$ cat config.mk
export PLATFORM = sky130hd
export DESIGN_NAME = sfcb_split_unit
export DESIGN_NICKNAME = d
export VERILOG_FILES = /design/src/design/sfcb_pkg.sv /design/src/design/sfcb_split_unit.sv
export SDC_FILE = /design/constraint.sdc
export NUM_CORES = 1
export LEC_CHECK = 0
export BUFFER_PORTS_ARGS = -buffer_cell sky130_fd_sc_hd__buf_2
export CORE_ASPECT_RATIO = 0.5
export CORE_MARGIN = 3
export CORE_UTILIZATION = 40
export CTS_CLUSTER_DIAMETER = 80
export CTS_CLUSTER_SIZE = 24
export DETAILED_ROUTE_END_ITERATION = 16
export PLACE_DENSITY = 0.65
export RECOVER_POWER = 25
export REMOVE_ABC_BUFFERS = 1
export SLEW_MARGIN = 10
export SYNTH_ARGS = -nofsm -noshare
export SYNTH_HDL_FRONTEND = slang
export SYNTH_SLANG_ARGS = --single-unit
$ cat constraint.sdc
create_clock -name clock -period 6.35 [get_ports clock]
set_input_delay 0.3175 -clock clock [delete_from_list [all_inputs] [get_ports clock]]
set_output_delay 0.3175 -clock clock [all_outputs]
set_load 0.02 [all_outputs]
$ cat src/design/sfcb_pkg.sv
`timescale 1ns / 1ps
package sfcb_pkg;

   localparam int MAX_SYMBOLS = 64;
   localparam int COUNT_WIDTH = 16;
   localparam int IDX_W       = $clog2(MAX_SYMBOLS);
   localparam int NUM_W       = IDX_W + 1;
   localparam int TOT_W       = COUNT_WIDTH + IDX_W + 2;
   localparam int CODE_W      = 63;
   localparam int LEN_W       = 6;
   localparam int SYM_W       = 8;
   localparam int OCNT_W      = 16;

   typedef enum logic [4:0] {
      ST_IDLE, ST_C_RD, ST_C_CMP, ST_NEW, ST_FIN,
      ST_SEL_RD, ST_SEL_CMP, ST_SEL_WR, ST_STK_INIT,
      ST_POP_RD, ST_POP_LD, ST_TOT_RD, ST_TOT_ACC, ST_G_INIT, ST_G_RD, ST_G_EV,
      ST_AP_RD, ST_AP_WR, ST_PUSH_HI, ST_PUSH_LO,
      ST_OUT_RD, ST_OUT_LD, ST_OUT_WAIT
   } state_type;

   typedef enum logic [2:0] {
      SU_HOLD, SU_CLR, SU_TOT, SU_INIT, SU_STEP
   } su_op_type;

   typedef struct packed {
      logic cont;    // 2*sum <= total
      logic better;  // adding the offered count lowers |total - 2*sum|
   } su_stat_type;

   function automatic logic [OCNT_W-1:0] low_count(input logic [COUNT_WIDTH-1:0] c);
      logic [31:0] t;
      t = 32'(c);
      return t[OCNT_W-1:0];
   endfunction

endpackage

$ cat src/design/sfcb_split_unit.sv
`timescale 1ns / 1ps
module sfcb_split_unit import sfcb_pkg::*; (
   input  logic                   clock,
   input  su_op_type              op,
   input  logic [COUNT_WIDTH-1:0] cnt,
   output su_stat_type            stat
);
   logic [TOT_W-1:0] total_ff, total_in;
   logic [TOT_W-1:0] sum_ff, sum_in;
   logic [TOT_W-1:0] best_ff, best_in;
   logic [TOT_W-1:0] sum_nx, sum2, diff;

   always_comb begin
      sum_nx = sum_ff + TOT_W'(cnt);
      sum2   = {sum_nx[TOT_W-2:0], 1'b0};
      diff   = (total_ff >= sum2) ? total_ff - sum2 : sum2 - total_ff;
      stat.cont   = ({sum_ff[TOT_W-2:0], 1'b0} <= total_ff);
      stat.better = (diff < best_ff);
      total_in = total_ff;
      sum_in   = sum_ff;
      best_in  = best_ff;
      unique case (op)
         SU_CLR: begin
            total_in = '0;
            sum_in   = '0;
         end
         SU_TOT:  total_in = total_ff + TOT_W'(cnt);
         SU_INIT: begin
            best_in = total_ff;
            sum_in  = '0;
         end
         SU_STEP: begin
            sum_in  = sum_nx;
            best_in = diff;
         end
         default: ;
      endcase
   end

   always_ff @(posedge clock) begin
      total_ff <= total_in;
      sum_ff   <= sum_in;
      best_ff  <= best_in;
   end
endmodule

* Yosys cells after proc, flatten, opt, wreduce, memory -nomap -nowiden
Index checks and enable logic that the tools add are counted.
** Operators by class
- Multiply operators :: 0
- Reductions and logical operators :: 4
- Divide/modulo/power cells :: 0
- Shifts and indexed selects :: 0
- Order comparisons :: 3
- $add $sub $neg :: 4
- Bitwise logic cells :: 0
- Equality and inequality tests :: 4
- Multiplexer cells :: 4
** Operators by type and width (number)
- case mux 24 bit (2 select lines) :: 3
- adder 24 x 16 -> 24 bit :: 2
- subtractor 24 bit :: 2
- >= comparator 24 bit :: 1
- less-or-equal comparator 24 bit :: 1
- less-than comparator 24 bit :: 1
- 2-to-1 mux 24 bit :: 1
- equality test 3 x 2 -> 1 bit (second input constant) :: 2
- nonzero test 2 bit :: 3
- equality test 3 x 1 -> 1 bit (second input constant) :: 1
- equality test 3 bit (second input constant) :: 1
- OR reduction 2 bit :: 1
** Storage, ports and cells
- Memory bits (writable) :: 0
- Input bits :: 20
- Register bits :: 72
- Memories :: 0
- Word-level logic and storage cells :: 22
- ROM bits :: 0
- Output and inout port bits :: 2
- Bits in latches :: 0

* Longest topological paths before layout
- Depth in word-level cells :: 4
- Mapped depth :: 33
- Gate-level depth less buffers :: 30

* Least setup slack after synthesis
OpenSTA, ideal clock, no wires.
- Kind :: reg2out
- Start point :: register sum_ff[0]
- End point :: output stat[0] in the netlist's numbering
- Buffers on the path :: 2
- Cell stages (with the launch flop) :: 31
- Data required time :: 6.032 ns
- Data arrival time :: 6.344 ns
- Setup slack :: -0.311 ns
- Cells stage by stage :: edfxtp_1 -> ha_1 -> fa_1 -> a211oi_2 -> o31ai_4 -> o2111a_2 -> or4_1 -> nand2_1 -> inv_1 -> ha_1 -> clkbuf_1 -> nand2_1 -> nor2_1 -> nand3_1 -> or2_2 -> and2_1 -> clkbuf_1 -> nand3_4 -> mux2_4 -> or3_1 -> and2_1 -> ha_1 -> a21o_1 -> a21o_1 -> a21oi_1 -> nor2b_1 -> o21ai_0 -> nand2b_1 -> a211oi_1 -> o311ai_0 -> nand2_1
** RTL lines
- from (decl) :: RTL line sfcb_split_unit.sv:9 : logic [TOT_W-1:0] sum_ff, sum_in;
- from (signal assigned) :: RTL line sfcb_split_unit.sv:42 : sum_ff <= sum_in;
- to (decl) :: RTL line sfcb_split_unit.sv:6 : output su_stat_type stat

==> flow_summary.yaml <==
outcome:
  status: "finished with violations"
  violations: "capacitance limit, slew limit, setup timing"
flow_run:
  maxCapViolCount: 1
clocking:
  worstSkewPairLatency_ns: 0.36
  htree_levels: 3
  cts_tree: "built"
  cts_sinks: 71
  ctsLongestPathBuffers: 2
  path_clk_slew_ns: 0.07
  cts-root-buf: "clkbuf_16"
  numCtsBuffers: 9
  hold_buffers: 0
floorplan:
  start_util_pct: 42.0
  rows: 36
  die_area_um2: 22900
  die_w_um: 211
  ioPinCount: 22
  core-area_um2: 20000
  die_h_um: 108
drt:
  dr.pass1.iters: 7
  wirelength_um: 29000
  antenna_left: 0
  drtIter0Drc: 794
  drc: 0
  wl_per_cell_um: 20.8
  via_per_inst: 5.80
  vias: 8105
synth:
  ys.flop_type: "edfxtp_1"
  syn_area_um2: 8400
  synth_edf_count: 71
  synth.distinct_cells: 74
  syn_avg_cell_area_um2: 8.57
  synth.top_cell.area_share_pct: 25.4
  yosys_warnings: 0
  async_flop_share_pct: 0
  seq_area_frac_synth_pct: 25.4
  yosys-top-cells-area: "edfxtp_1 (25%), ha_1 (18%), a21oi_1 (4.1%), nor2_1 (4.1%), xnor2_1 (4.0%)"
  netlist_instances: 980
  ys_ff_latch: 71
  synth_top_area_cell: "edfxtp_1"
setup_path:
  slowest_delay_ns: 0.57
  arrival_ns: 6.23
  cp-start-kind: "flip-flop"
  cp_max_fo: 6
  crit-reg2reg-launch: "sum_ff[0]"
  required_ns: 6.03
  slowest_stage: "or4_4"
  crit_start: "sum_ff[0]"
  cpMostUsedCell: "ha_4"
  critPathKind: "reg2out"
  cp-end-kind: "output port"
place:
  routabilityCongestion: 0.949
  postPlaceCellArea_um2: 9460
  dpl.hpwl_um: 22900
  io_buffers: 21
finish:
  nets: 1270
  fillers: 1886
  post-route-util_pct: 52.4
  design_area_um2: 10500
  drive_above_1_share_pct: 23.7
  area_growth_pct: 24.8
  antenna_cells: 0
sta:
  finalSetupViolCount: 2
  fmax_mhz: 153
  timing.final.ws_setup_ns: -0.202
  drv_slew: 30
  fin_crit_sh_pct: 103
  finalCriticalPeriod_ns: 6.55
  tightest_slew_ns: 1.90
  fin_skew_ns: 0.00988
  slew_headroom_pct: -26.8
  rsz0062_at_grt: "yes"
  hold_viol_final: 0
global_route:
  grt_pass1_wl_um: 44900
  grt_pass1_vias: 7811
  grt_usage_pct: 25.7
  grt_overflow: 0
  grt_max_degree: 30
  antenna_found_initial: 0
power:
  total_power_uw: 2620
  ir_worst_vdd_mv: 0.150
  leakagePower_uw: 0.00476
  power_density_nw_per_um2: 250
worst_hold_path:
  hp-start: "op[2]"
  min_path_type: "in2reg"
## power by group
group	total (uW)	internal [uW]	leakage, uW	switching [uW]
Combinational	1490	672	0.00393	815
Sequential	591	556	0.000687	35.2
Clock	545	309	0.000140	236
## flip-flops by register name, indices dropped and copies added (netlist names)
register,flops
best_ff,24
total_ff,24
sum_ff,23
## cell usage after synthesis, types with 7 or more instances
library cell / instances
and3_1: 11
nand4_1: 22
nor2b_1: 13
clkbuf_1: 25
xnor2_1: 38
nand2b_1: 11
o21bai_1: 13
o21ai_0: 56
or3_1: 7
mux2_2: 20
nor2_1: 92
nor3_1: 16
nand2_1: 60
a21oi_1: 69
a31oi_1: 8
edfxtp_1: 71
inv_1: 86
nand3_1: 31
and2_1: 16
a21o_1: 43
mux2i_1: 20
a21boi_0: 7
xor2_1: 18
ha_1: 119
## per-stage QoR
stage                     setup TNS [ns]  instances  worst slack (ns)  hold WS [ns]
after floorplan                   -0.197        947            -0.197         0.491
after CTS                         -0.149       1397            -0.149         0.360
after global placement            -0.201       1335            -0.201         0.605
final                             -0.319       1398            -0.202         0.393
after global routing              -0.726       1398            -0.493         0.394
after detailed placement          -0.342       1335            -0.342         0.618
## critical path: cells and delay by family, from the launching register on
kind,cells,cell delay (ns)
buffers and inverters,3,0.34
adder cells (fa/ha/maj),4,1.05
multiplexers,1,0.32
AND/OR/NAND/NOR,8,1.57
AO/OA/AOI/OAI,12,2.15
flip-flops,1,0.43
## per-layer routing
metal	global-route usage [%]	up-vias	wire length (um)
li1	-	3873	-
met1	40.1	3895	14700
met2	35.6	303	11100
met3	6.20	34	2860
met4	4.77	0	371
met5	0	-	0
## placed cells by master, fill, tap and decap left out, types with 7 or more instances in the layout
master | Yosys | layout
ha_1 | 119 | 112
buf_6 | 1 | 19
nor2_1 | 92 | 87
nor2b_1 | 13 | 13
and3_1 | 11 | 11
mux2_2 | 20 | 19
a21oi_2 | 1 | 7
buf_2 | 3 | 19
inv_1 | 86 | 83
o21ai_1 | 2 | 7
nor3_1 | 16 | 16
o21ai_0 | 56 | 51
nand3_1 | 31 | 28
a21oi_1 | 69 | 63
nand2b_1 | 11 | 11
xnor2_1 | 38 | 35
o21bai_1 | 13 | 12
a31oi_1 | 8 | 7
edfxtp_1 | 71 | 71
nand2_1 | 60 | 55
a21boi_0 | 7 | 7
buf_4 | 1 | 127
clkbuf_16 | 0 | 9
and2_1 | 16 | 14
xor2_1 | 18 | 17
a21o_1 | 43 | 43
nand4_1 | 22 | 22
mux2i_1 | 20 | 19
## kinds of logic after synthesis
family                   after synthesis  share of synthesized area, %
AO/OA/AOI/OAI                        261                          20.7
XOR/XNOR                              56                          5.84
adder cells (fa/ha/maj)              123                          18.7
buffers and inverters                119                          5.50
flip-flops                            71                          25.4
multiplexers                          41                          5.24
AND/OR/NAND/NOR                      309                          18.6
## path summary, 6_finish.rpt
check | end | slack, ns | depth (start not counted)
setup / recovery | stat[0] | -0.20 | 28
hold / removal | sum_ff[0] | 0.39 | 2
setup reg to reg | sum_ff[16] | -0.12 | 44
hold reg to reg | best_ff[0] | 0.67 | 0
## cell type report
cell class,count,area [um2],share of cell area (%)
Multi-Input combinational cell,790,6110,58.3
Inverter,86,323,3.08
Clock inverter,7,81.3,0.776
Timing Repair Buffer,169,1280,12.2
Sequential cell,71,2130,20.3
Tap cell,266,333,3.18
Clock buffer,9,225,2.15
## what timing repair did
action | in CTS | in global routing
pin swaps | 40 | 3
setup endpoints to repair | 1 | 2
gates resized for setup | 67 | 19
setup buffers | 48 | 1
No activity file was read; power rests on OpenSTA's default activity.
