File: src/design/sfcb_ram.sv
`timescale 1ns / 1ps
module sfcb_ram #(
   parameter int DEPTH = 64,
   parameter int WIDTH = 8
) (
   input  logic                     clock,
   input  logic                     wr_en,
   input  logic [$clog2(DEPTH)-1:0] wr_addr,
   input  logic [WIDTH-1:0]         wr_data,
   input  logic [$clog2(DEPTH)-1:0] rd_addr,
   output logic [WIDTH-1:0]         rd_data
);
   logic [WIDTH-1:0] mem [DEPTH];

   always_ff @(posedge clock) begin
      if (wr_en) begin
         mem[wr_addr] <= wr_data;
      end
      rd_data <= mem[rd_addr];
   end
endmodule

File: config.mk
export PLATFORM = sky130hd
export DESIGN_NAME = sfcb_ram
export DESIGN_NICKNAME = d
export VERILOG_FILES = /design/src/design/sfcb_ram.sv
export SDC_FILE = /design/constraint.sdc
export NUM_CORES = 1
export LEC_CHECK = 0
export BUFFER_PORTS_ARGS = -buffer_cell sky130_fd_sc_hd__buf_2
export CAP_MARGIN = 15
export CORE_UTILIZATION = 49
export CTS_CLUSTER_SIZE = 14
export DETAILED_ROUTE_END_ITERATION = 6
export PLACE_DENSITY_LB_ADDON = 0.25
export SYNTH_ARGS = -nofsm -noshare
export SYNTH_HDL_FRONTEND = slang
export SYNTH_SLANG_ARGS = --single-unit
File: constraint.sdc
create_clock -name clock -period 2.5 [get_ports clock]
set_input_delay 0.625 -clock clock [delete_from_list [all_inputs] [get_ports clock]]
set_output_delay 0.625 -clock clock [all_outputs]
set_load 0.02 [all_outputs]
# ---- Word-level counts from Yosys, hierarchy flattened
# Memory sizes are Yosys's and may differ from the RTL's. A register that Yosys moved wholly into a read port is not among the register bits.
# Index checks and enable logic that the tools add are counted.
dict set report totals {
  wordCells 3
  mem_count 1
  ff_bits 0
  input_bits 22
  output_inout_bits 8
  ram_bits 512
}
# name words word_bits read_ports rd_ports_with_merged_regs write_ports line_no
set memory_table {}
lappend memory_table {mem 64 8 1 1 1 13} ;# logic [WIDTH-1:0] mem [DEPTH];
dict set report op_classes {
  n_mux 2
}
# op n
set op_table {}
lappend op_table {{$mux 1} 2}

# ---- Logic depth before layout (Yosys ltp)
# Gate-level depths: netlist of the first run.
dict set report depth {
  word_depth 2
  mapped_depth 9
  ltp_nobuf 5
}

# ---- Worst setup path after synthesis of the first run
# No wires, ideal clock.
dict set report synth_path {
  path_kind {input to register}
  from {input port rd_addr[1]}
  to {register rd_data[3], read port of mem}
  stages 7
  setup_ps 128
  setup_slack_ps 207
  path_buffers 3
  t_arrival_ps 2165
  path_cell_list {buf_4 -> buf_2 -> buf_2 -> mux4_2 -> mux4_2 -> o21ai_1 -> o41ai_1}
}
# item line_no
set synth_lines {}
lappend synth_lines {{start: declaration} 10} ;# input logic [$clog2(DEPTH)-1:0] rd_addr,
lappend synth_lines {{end: declaration} 11} ;# output logic [WIDTH-1:0] rd_data

==> results of run 1 <==
==> sequential cells by signal (all words and copies together) (netlist names) <==
| register | cells |
|---|---|
| rd_data | 8 |
| mem | 512 |
==> through the flow <==
step | area (um^2) | setup slack [ps] | cells | power (uW) | hold slack, ps
floorplan | 20170 | 207.3 | 940 | 10380 | 718.3
global placement | 22050 | -350.2 | 1613 | 10870 | 798.7
detailed placement | 22050 | -340.3 | 1613 | 10880 | 823.7
CTS | 23690 | 284.5 | 1706 | 18310 | 410.3
global route | 23700 | 192.8 | 1707 | 18700 | 449.1
finish | 23700 | 239.3 | 1708 | 18190 | 453.8
==> worst max-delay path, cell delays in order <==
cell                       delay, ps
sky130_fd_sc_hd__clkbuf_8        310
sky130_fd_sc_hd__buf_4           200
sky130_fd_sc_hd__mux4_2          490
sky130_fd_sc_hd__mux2_2          270
sky130_fd_sc_hd__o221a_2         290
sky130_fd_sc_hd__nor3_1          370
sky130_fd_sc_hd__o32ai_1         140
==> report_power, final <==
part | switching [uW] | total (uW) | internal (uW) | leakage (uW)
clock | 3170 | 7500 | 4320 | 0.000799
combinational | 586 | 1020 | 431 | 0.00230
sequential | 30.6 | 9680 | 9650 | 0.00467
==> cell families (layout without fill, tap and decap cells) <==
logic type	count (synthesis)	in the layout	share of synthesized area [%]
AO/OA/AOI/OAI	54	54	2.072
buffers and inverters	51	292	1.570
flip-flops	520	520	77.03
multiplexers	162	162	15.94
other	0	2	0
AND/OR/NAND/NOR	153	153	3.387
==> worst paths after layout <==
path,startpoint,to,slack (ps),cells after the start
worst max-delay path,rd_addr[0],rd_data[4]$_DFF_P_,240,7
worst min-delay path,rd_addr[5],rd_data[2]$_DFF_P_,450,3
worst max register to register,mem[29][4]$_DFFE_PP_,rd_data[4]$_DFF_P_,460,5
worst min register to register,mem[30][6]$_DFFE_PP_,rd_data[6]$_DFF_P_,840,3
==> cell usage in the layout, fill, tap and decap left out, types with 4 or more instances in the layout <==
master and instances:
sky130_fd_sc_hd__mux4_2 126, sky130_fd_sc_hd__mux2_2 13, sky130_fd_sc_hd__a221oi_1 6, sky130_fd_sc_hd__buf_2 26, sky130_fd_sc_hd__nor2_1 83, sky130_fd_sc_hd__nand2_1 19, sky130_fd_sc_hd__buf_12 9, sky130_fd_sc_hd__buf_4 163
sky130_fd_sc_hd__clkinv_1 12, sky130_fd_sc_hd__mux2i_1 23, sky130_fd_sc_hd__clkbuf_16 52, sky130_fd_sc_hd__bufinv_16 5, sky130_fd_sc_hd__clkbuf_1 7, sky130_fd_sc_hd__nand2b_1 7, sky130_fd_sc_hd__dfxtp_1 8, sky130_fd_sc_hd__o22ai_1 8
sky130_fd_sc_hd__nor2b_1 14, sky130_fd_sc_hd__a211oi_1 4, sky130_fd_sc_hd__edfxtp_1 512, sky130_fd_sc_hd__clkinv_2 10, sky130_fd_sc_hd__o221ai_1 8, sky130_fd_sc_hd__nand3_1 13, sky130_fd_sc_hd__nor3_1 7
==> layer usage <==
layer,up-vias,track usage [%],share of wire [%]
met2,359,34.23,47
li1,4335,-,-
met1,5219,30.87,42
met4,2,8.307,3.4
met5,-,0,0.029
met3,87,4.884,7.6
==> cell type report <==
class | instances | share of cell area (%)
timing repair buffer | 199 | 6.531
sequential | 520 | 65.55
clock inverter | 34 | 1.309
multi-input combinational | 369 | 18.21
clock buffer | 59 | 5.602
antenna | 2 | 0.02112
tap | 525 | 2.772
==> results.toml, run 1 <==
[cts]
cts_max_level = 2
hold_buffers = 0
tritoncts = "built"
cts_setup_buffers = 0
post_cts_resized = 0
cts_buffer_depth = 3
clock_sink_count = 520
cts_inserted_buffers = 51
clock_insertion_delay_worst_skew_ps = 590
cts.reportedPaths.clkPinSlew_ps = 60
cts-root-buf = "sky130_fd_sc_hd__clkbuf_16"

[worst_setup_path]
arrival_time_worst_endpoint_ps = 2720
critical_path_required_time_ps = 2960
setup.worst_path.class = "input port to flop"
worst-path-max-fanout = 26
crit_path_end_kind = "flop"
worstSetupStartpointType = "input port"

[global_routing]
first_global_vias = 10168
antenna_violations_before_repair = 2
global_route_congestion_overflow_total = 0
largest_net_degree_at_the_start_of_global_routing = 65
first_pass_grt_wire_length_mm = 65.74
global_route.usage.total_pct = 22.10

[sta]
fmax_ghz = 0.4423
maxSlewHeadroom_pct = 57.00
rsz_0062_raised_after_global_routing = "false"
final_hold_viol_count = 0
maxSlewViolCount = 0
finalWorstPathRequiredPeriod_ps = 2261
setup-tns-final_ps = 0
clock-skew-final_ps = 21.20
worstMarginPinSlew_ps = 638.3
layout_worst_path_cycle_share_pct = 90.43
setup-violations-final = 0

[flow_run]
max_cap_viol_count = 0

[yosys]
post_synth_instance_area_mm2 = 0.02017
synth_top_flop_cell = "sky130_fd_sc_hd__edfxtp_1"
yosysSeqAreaShare_pct = 77.03
synthesis.nets = 962
post_synth_main_area_contributors = "sky130_fd_sc_hd__edfxtp_1, sky130_fd_sc_hd__mux4_2, sky130_fd_sc_hd__nor2_1"
synth_top_area_cell = "sky130_fd_sc_hd__edfxtp_1"
postSynthAreaPerCell_um2 = 21.45
synth-seq-cells = 520
synth_top_cell_area_share_pct = 76.24
post_synth_inst_count = 940
ys_top_cells_by_count = "sky130_fd_sc_hd__edfxtp_1, sky130_fd_sc_hd__mux4_2, sky130_fd_sc_hd__nor2_1"
synth-edff-count = 512
ys_types = 40
ys_async_sr_fraction_pct = 0
yosysWarningCount = 0
synth_most_common_cell = "sky130_fd_sc_hd__edfxtp_1"

[detailed_routing]
dr_total_vias = 10002
drt.antenna.violating_nets = 0
wl_per_cell_um = 26.10
post-route-drc-count = 0
routed_wl_mm = 44.57
first_iter_violations = 1055
detailedRoute.firstPassIterationCount = 5
drt-vias-per-instance = 5.856

[placed_design]
hpwlAfterDp_mm = 29.33
port_buffers = 29
place_congestion = 0.8929

[hold_path]
timing.hold.worst.class = "input port to flop"

[final_layout]
fin_util_pct = 58.97
sequential_cell_area_mm2 = 0.01553
layout_fillers = 2910
multi_input_area_mm2 = 0.004315
drive_gt1_share_pct = 35.06
area.growth.synth_to_final_pct = 17.51
design.final.nets = 1163

[floorplan]
floorplan.core_area_mm2 = 0.04019
start_util_pct = 50.18
ioPinCount = 30
std_cell_rows = 73
die-area_mm2 = 0.04197
vertical_die_dimension_um = 204.9
die_width_um = 204.9

[power]
vdd_ir_drop_max_mv = 0.4827
leakage_power_figure_uw = 0.007772
power_density_over_cell_area_mw_per_mm2 = 767.6

[run_status]
run_status = "complete, no violations"
Note: power is estimated with default switching activity, not from simulation.
==> run 2: changes to the inputs <==
--- a/config.mk
+++ b/config.mk
@@ -10,6 +10,7 @@
 export CORE_UTILIZATION = 49
 export CTS_CLUSTER_SIZE = 14
 export DETAILED_ROUTE_END_ITERATION = 6
+export MAX_ROUTING_LAYER = met4
 export PLACE_DENSITY_LB_ADDON = 0.25
 export SYNTH_ARGS = -nofsm -noshare
 export SYNTH_HDL_FRONTEND = slang
==> run 2 against run 1 <==
- cell area about the same
- combinational power about the same
- die area unchanged
- core utilization about the same
- routed wire length about the same
- count of clock-buffer cells in the layout unchanged
- critical path type unchanged
- largest power group unchanged
==> results.toml, run 2 (synthesis gave the netlist of run 1 again) <==
[run_status]
run_status = "complete, no violations"

[placed_design]
place_congestion = 0.9079
post-place-cells = 1613
placedInstanceArea_mm2 = 0.02205
hpwlAfterDp_mm = 29.33
placement.setup.worst_slack_ps = -340.3
port_buffers = 29

[sta]
fmax_ghz = 0.4448
maxSlewHeadroom_pct = 57.90
layout_setup_ws_ps = 252.0
setup-violations-final = 0
layout_worst_path_cycle_share_pct = 89.92
finalWorstPathRequiredPeriod_ps = 2248
hold_slack_ps = 452.1
worstMarginPinSlew_ps = 623.4
maxSlewViolCount = 0
rsz_0062_raised_after_global_routing = "false"
clock-skew-final_ps = 20.82
final_hold_viol_count = 0

[floorplan]
std_cell_rows = 73
die-area_mm2 = 0.04197
ioPinCount = 30
start_util_pct = 50.18
vertical_die_dimension_um = 204.9
die_width_um = 204.9
floorplan.core_area_mm2 = 0.04019

[cts]
cts_inserted_buffers = 51
post_cts_resized = 0
clock_sink_count = 520
cts_setup_buffers = 0
hold_buffers = 0
cts_max_level = 2
cts.reportedPaths.clkPinSlew_ps = 60
tritoncts = "built"
clock_insertion_delay_worst_skew_ps = 590
cts_buffer_depth = 3
cts-root-buf = "sky130_fd_sc_hd__clkbuf_16"

[detailed_routing]
first_iter_violations = 1055
dr_total_vias = 9975
wl_per_cell_um = 26.09
routed_wl_mm = 44.58
post-route-drc-count = 0
drt-vias-per-instance = 5.837
drt.antenna.violating_nets = 0
detailedRoute.firstPassIterationCount = 5

[worst_setup_path]
reg2reg_slack_ps = 450
arrival_time_worst_endpoint_ps = 2710
worstSetupStartpointType = "input port"
setup.worst_path.class = "input port to flop"
startpoint = "rd_addr[0]"
critical_path_required_time_ps = 2960
r2r_start = "mem[21][6]$_DFFE_PP_"
crit_path_end_kind = "flop"
worst-path-max-fanout = 26

[final_layout]
register_with_the_most_flip_flops = "mem"
reg_top3 = "mem (512), rd_data (8)"
mostFrequentLayoutCell = "sky130_fd_sc_hd__edfxtp_1"
stdcell_area_mm2 = 0.02370
design.final.nets = 1163
layout_fillers = 2910
multi_input_area_mm2 = 0.004315
drive_gt1_share_pct = 35.06
instances_no_fill = 1709
layout_common_cells = "sky130_fd_sc_hd__edfxtp_1, sky130_fd_sc_hd__buf_4, sky130_fd_sc_hd__mux4_2"
sequential_cell_area_mm2 = 0.01553
area.growth.synth_to_final_pct = 17.52
flip_flop_count_of_the_largest_register_all_copies_and_words_added = 512

[global_routing]
first_global_vias = 10141
largest_net_degree_at_the_start_of_global_routing = 65
global_route_congestion_overflow_total = 0
global_route.usage.total_pct = 22.82
antenna_violations_before_repair = 2
first_pass_grt_wire_length_mm = 65.87

[hold_path]
timing.hold.worst.class = "input port to flop"
worstHoldStart = "rd_addr[5]"

[power]
leakage_power_figure_uw = 0.007772
power_density_over_cell_area_mw_per_mm2 = 766.9
vdd_ir_drop_max_mv = 0.4824

[flow_run]
max_cap_viol_count = 0
-- run 2: cell count changes in the layout (fill, tap and decap cells not counted), sizes merged --
| cell | change |
|---|---|
| diode | +1 |
-- run 2: worst paths after layout --
path | end | cells after the start
worst min-delay path | rd_data[2]$_DFF_P_ | 3
worst max-delay path | rd_data[4]$_DFF_P_ | 7
worst max register to register | rd_data[6]$_DFF_P_ | 5
worst min register to register | rd_data[6]$_DFF_P_ | 3
-- run 2: layer usage --
metal	vias to the layer above	part of all wire (%)	GRT usage, %
met4	0	3.4	8.571
met1	5184	42	31.13
li1	4338	-	-
met5	-	0	-
met2	368	47	34.01
met3	85	7.2	4.836
-- run 2: critical path, stage by stage --
cell                       delay (ps)
sky130_fd_sc_hd__clkbuf_8         320
sky130_fd_sc_hd__buf_4            200
sky130_fd_sc_hd__mux4_2           490
sky130_fd_sc_hd__mux2_2           270
sky130_fd_sc_hd__o221a_2          290
sky130_fd_sc_hd__nor3_1           340
sky130_fd_sc_hd__o32ai_1          140
-- run 2: layout make-up --
class / instances / area share (%)
Sequential cell: 520 / 65.55
Multi-Input combinational cell: 369 / 18.21
Timing Repair Buffer: 199 / 6.530
Clock buffer: 59 / 5.601
Tap cell: 525 / 2.772
Clock inverter: 34 / 1.309
Antenna cell: 3 / 0.03168
-- run 2: metrics by stage --
| stage | TNS (ps) | total power (uW) | utilization, % |
|---|---|---|---|
| after global placement | -1983 | 10870 | 54.88 |
| final | 0 | 18180 | 58.97 |
| after CTS | 0 | 18310 | 58.95 |
| after global routing | 0 | 18700 | 58.97 |
| after detailed placement | -2015 | 10880 | 54.88 |
| after floorplan | 0 | 10380 | - |
-- run 2: power by group --
part / switching, uW / internal, uW / total, uW / leakage (uW)
Clock: 3160 / 4320 / 7480 / 0.000799
Combinational: 588 / 431 / 1020 / 0.00230
Sequential: 29.8 / 9650 / 9680 / 0.00467
Total: 3780 / 14400 / 18200 / 0.00777
==> run 3: changes to the inputs <==
--- a/config.mk
+++ b/config.mk
@@ -5,8 +5,9 @@
 export SDC_FILE = /design/constraint.sdc
 export NUM_CORES = 1
 export LEC_CHECK = 0
-export BUFFER_PORTS_ARGS = -buffer_cell sky130_fd_sc_hd__buf_2
+export BUFFER_PORTS_ARGS = -buffer_cell sky130_fd_sc_hd__buf_4
 export CAP_MARGIN = 15
+export CORE_MARGIN = 3
 export CORE_UTILIZATION = 49
 export CTS_CLUSTER_SIZE = 14
 export DETAILED_ROUTE_END_ITERATION = 6
==> run 3 against run 2 <==
- routed wire length up 1.1%
- critical path depth unchanged
- global-route usage down 1.1 points
- clock skew up 6.6 ps
- count of clock-buffer cells in the layout up 13
- critical endpoint is now rd_data[6]$_DFF_P_
==> results.toml, run 3 (synthesis gave the netlist of run 1 again) <==
[run_status]
run_status = "complete, no violations"

[sta]
clock-skew-final_ps = 27.43
maxSlewHeadroom_pct = 47.11
worstMarginPinSlew_ps = 787.4
maxSlewViolCount = 0
fmax_ghz = 0.4076
rsz_0062_raised_after_global_routing = "false"
layout_setup_ws_ps = 46.41
hold_slack_ps = 393.7
final_hold_viol_count = 0
finalWorstPathRequiredPeriod_ps = 2454
layout_worst_path_cycle_share_pct = 98.14
setup-violations-final = 0

[floorplan]
die-area_mm2 = 0.04363
floorplan.core_area_mm2 = 0.04019
die_width_um = 208.9
vertical_die_dimension_um = 208.9
start_util_pct = 50.18
std_cell_rows = 73
ioPinCount = 30

[cts]
clock_sink_count = 520
hold_buffers = 0
cts-root-buf = "sky130_fd_sc_hd__clkbuf_16"
tritoncts = "built"
cts_buffer_depth = 3
cts_max_level = 2
post_cts_resized = 0
cts_setup_buffers = 0
cts.reportedPaths.clkPinSlew_ps = 60
cts_inserted_buffers = 51
clock_insertion_delay_worst_skew_ps = 590

[final_layout]
flip_flop_count_of_the_largest_register_all_copies_and_words_added = 512
area.growth.synth_to_final_pct = 16.11
instances_no_fill = 1670
layout_fillers = 2924
design.final.nets = 1123
reg_top3 = "mem (512), rd_data (8)"
stdcell_area_mm2 = 0.02342
layout_common_cells = "sky130_fd_sc_hd__edfxtp_1, sky130_fd_sc_hd__buf_4, sky130_fd_sc_hd__mux4_2"
register_with_the_most_flip_flops = "mem"
multi_input_area_mm2 = 0.004318
drive_gt1_share_pct = 31.82
mostFrequentLayoutCell = "sky130_fd_sc_hd__edfxtp_1"
sequential_cell_area_mm2 = 0.01553

[worst_setup_path]
arrival_time_worst_endpoint_ps = 2900
r2r_start = "mem[29][6]$_DFFE_PP_"
ff2ff_path_depth = 5
startpoint = "rd_addr[0]"
worst-path-max-fanout = 10
critical_path_required_time_ps = 2940
worstSetupStartpointType = "input port"
crit_path_end_kind = "flop"
reg2reg_slack_ps = 130
setup.worst_path.class = "input port to flop"
worstReg2RegEnd = "rd_data[6]$_DFF_P_"

[placed_design]
port_buffers = 29
post-place-cells = 1573
hpwlAfterDp_mm = 28.18
placement.setup.worst_slack_ps = -497.1
place_congestion = 0.8194
placedInstanceArea_mm2 = 0.02185

[global_routing]
first_pass_grt_wire_length_mm = 67.34
largest_net_degree_at_the_start_of_global_routing = 65
first_global_vias = 10128
global_route.usage.total_pct = 21.69
global_route_congestion_overflow_total = 0
antenna_violations_before_repair = 1

[detailed_routing]
first_iter_violations = 904
drt.antenna.violating_nets = 0
wl_per_cell_um = 26.99
post-route-drc-count = 0
detailedRoute.firstPassIterationCount = 5
drt-vias-per-instance = 5.892
dr_total_vias = 9840
routed_wl_mm = 45.07

[power]
vdd_ir_drop_max_mv = 0.5325
power_uw = 17860
leakage_power_figure_uw = 0.007570
power_density_over_cell_area_mw_per_mm2 = 762.5

[flow_run]
max_cap_viol_count = 0

[hold_path]
timing.hold.worst.class = "input port to flop"
worstHoldStart = "rd_addr[5]"
worst_hold_path.num_cells = 3
hold_path_end = "rd_data[0]$_DFF_P_"
[run 3: cell types whose count changed in the layout (fill, tap and decap cells not counted)]
cell	previous run	this run
sky130_fd_sc_hd__clkinvlp_4	3	1
sky130_fd_sc_hd__clkinv_2	10	5
sky130_fd_sc_hd__diode_2	3	1
sky130_fd_sc_hd__inv_6	3	1
sky130_fd_sc_hd__buf_2	26	0
sky130_fd_sc_hd__clkbuf_8	1	3
sky130_fd_sc_hd__bufinv_16	5	2
sky130_fd_sc_hd__clkbuf_1	7	18
sky130_fd_sc_hd__a2111oi_0	2	0
sky130_fd_sc_hd__a2111oi_1	0	2
sky130_fd_sc_hd__clkinv_1	12	14
sky130_fd_sc_hd__buf_4	163	147
sky130_fd_sc_hd__buf_12	9	11
[run 3: how the worst max path moves through the flow]
| stage | to | depth (start not counted) |
|---|---|---|
| after global routing | rd_data[6]$_DFF_P_ | 7 |
| after CTS | rd_data[6]$_DFF_P_ | 7 |
| after global placement | rd_data[6]$_DFF_P_ | 7 |
| final | rd_data[6]$_DFF_P_ | 7 |
| after floorplan | rd_data[3]$_DFF_P_ | 7 |
| after detailed placement | rd_data[6]$_DFF_P_ | 7 |
[run 3: final cells by class]
| cell class | instances | area share [%] |
|---|---|---|
| clock buffer | 72 | 5.963 |
| antenna | 1 | 0.01069 |
| timing repair buffer | 159 | 5.712 |
| clock inverter | 24 | 0.7267 |
| multi-input combinational | 369 | 18.44 |
| tap | 525 | 2.805 |
| sequential | 520 | 66.34 |
[run 3: report_power, final]
part / total [uW] / leakage, uW / switching (uW) / internal [uW]
clock network: 7190 / 0.000758 / 3100 / 4090
registers: 9680 / 0.00467 / 27.2 / 9650
logic: 985 / 0.00214 / 577 / 408
total: 17900 / 0.00757 / 3700 / 14200
[run 3: routing by layer]
metal / global-route usage, % / vias to the layer above / wire length, um
met1: 29.95 / 5146 / 18590
met3: 4.624 / 64 / 3458
li1: - / 4251 / -
met4: 5.866 / 0 / 1110
met5: - / - / 0
met2: 33.46 / 379 / 21910
[run 3: worst max-delay path, stage by stage]
cell and delay (ps):
sky130_fd_sc_hd__clkbuf_8 210, sky130_fd_sc_hd__buf_12 160, sky130_fd_sc_hd__mux4_2 500, sky130_fd_sc_hd__mux2_2 280
sky130_fd_sc_hd__o221a_2 280, sky130_fd_sc_hd__nor3_1 660, sky130_fd_sc_hd__o32ai_1 180
[run 3: metrics by stage]
stage,setup TNS [ps],util (%)
5_1_grt,0,58.27
3_3_place_gp,-1369,54.36
3_5_place_dp,-1442,54.36
6_report,0,58.27
4_1_cts,0,58.26
2_1_floorplan,0,-
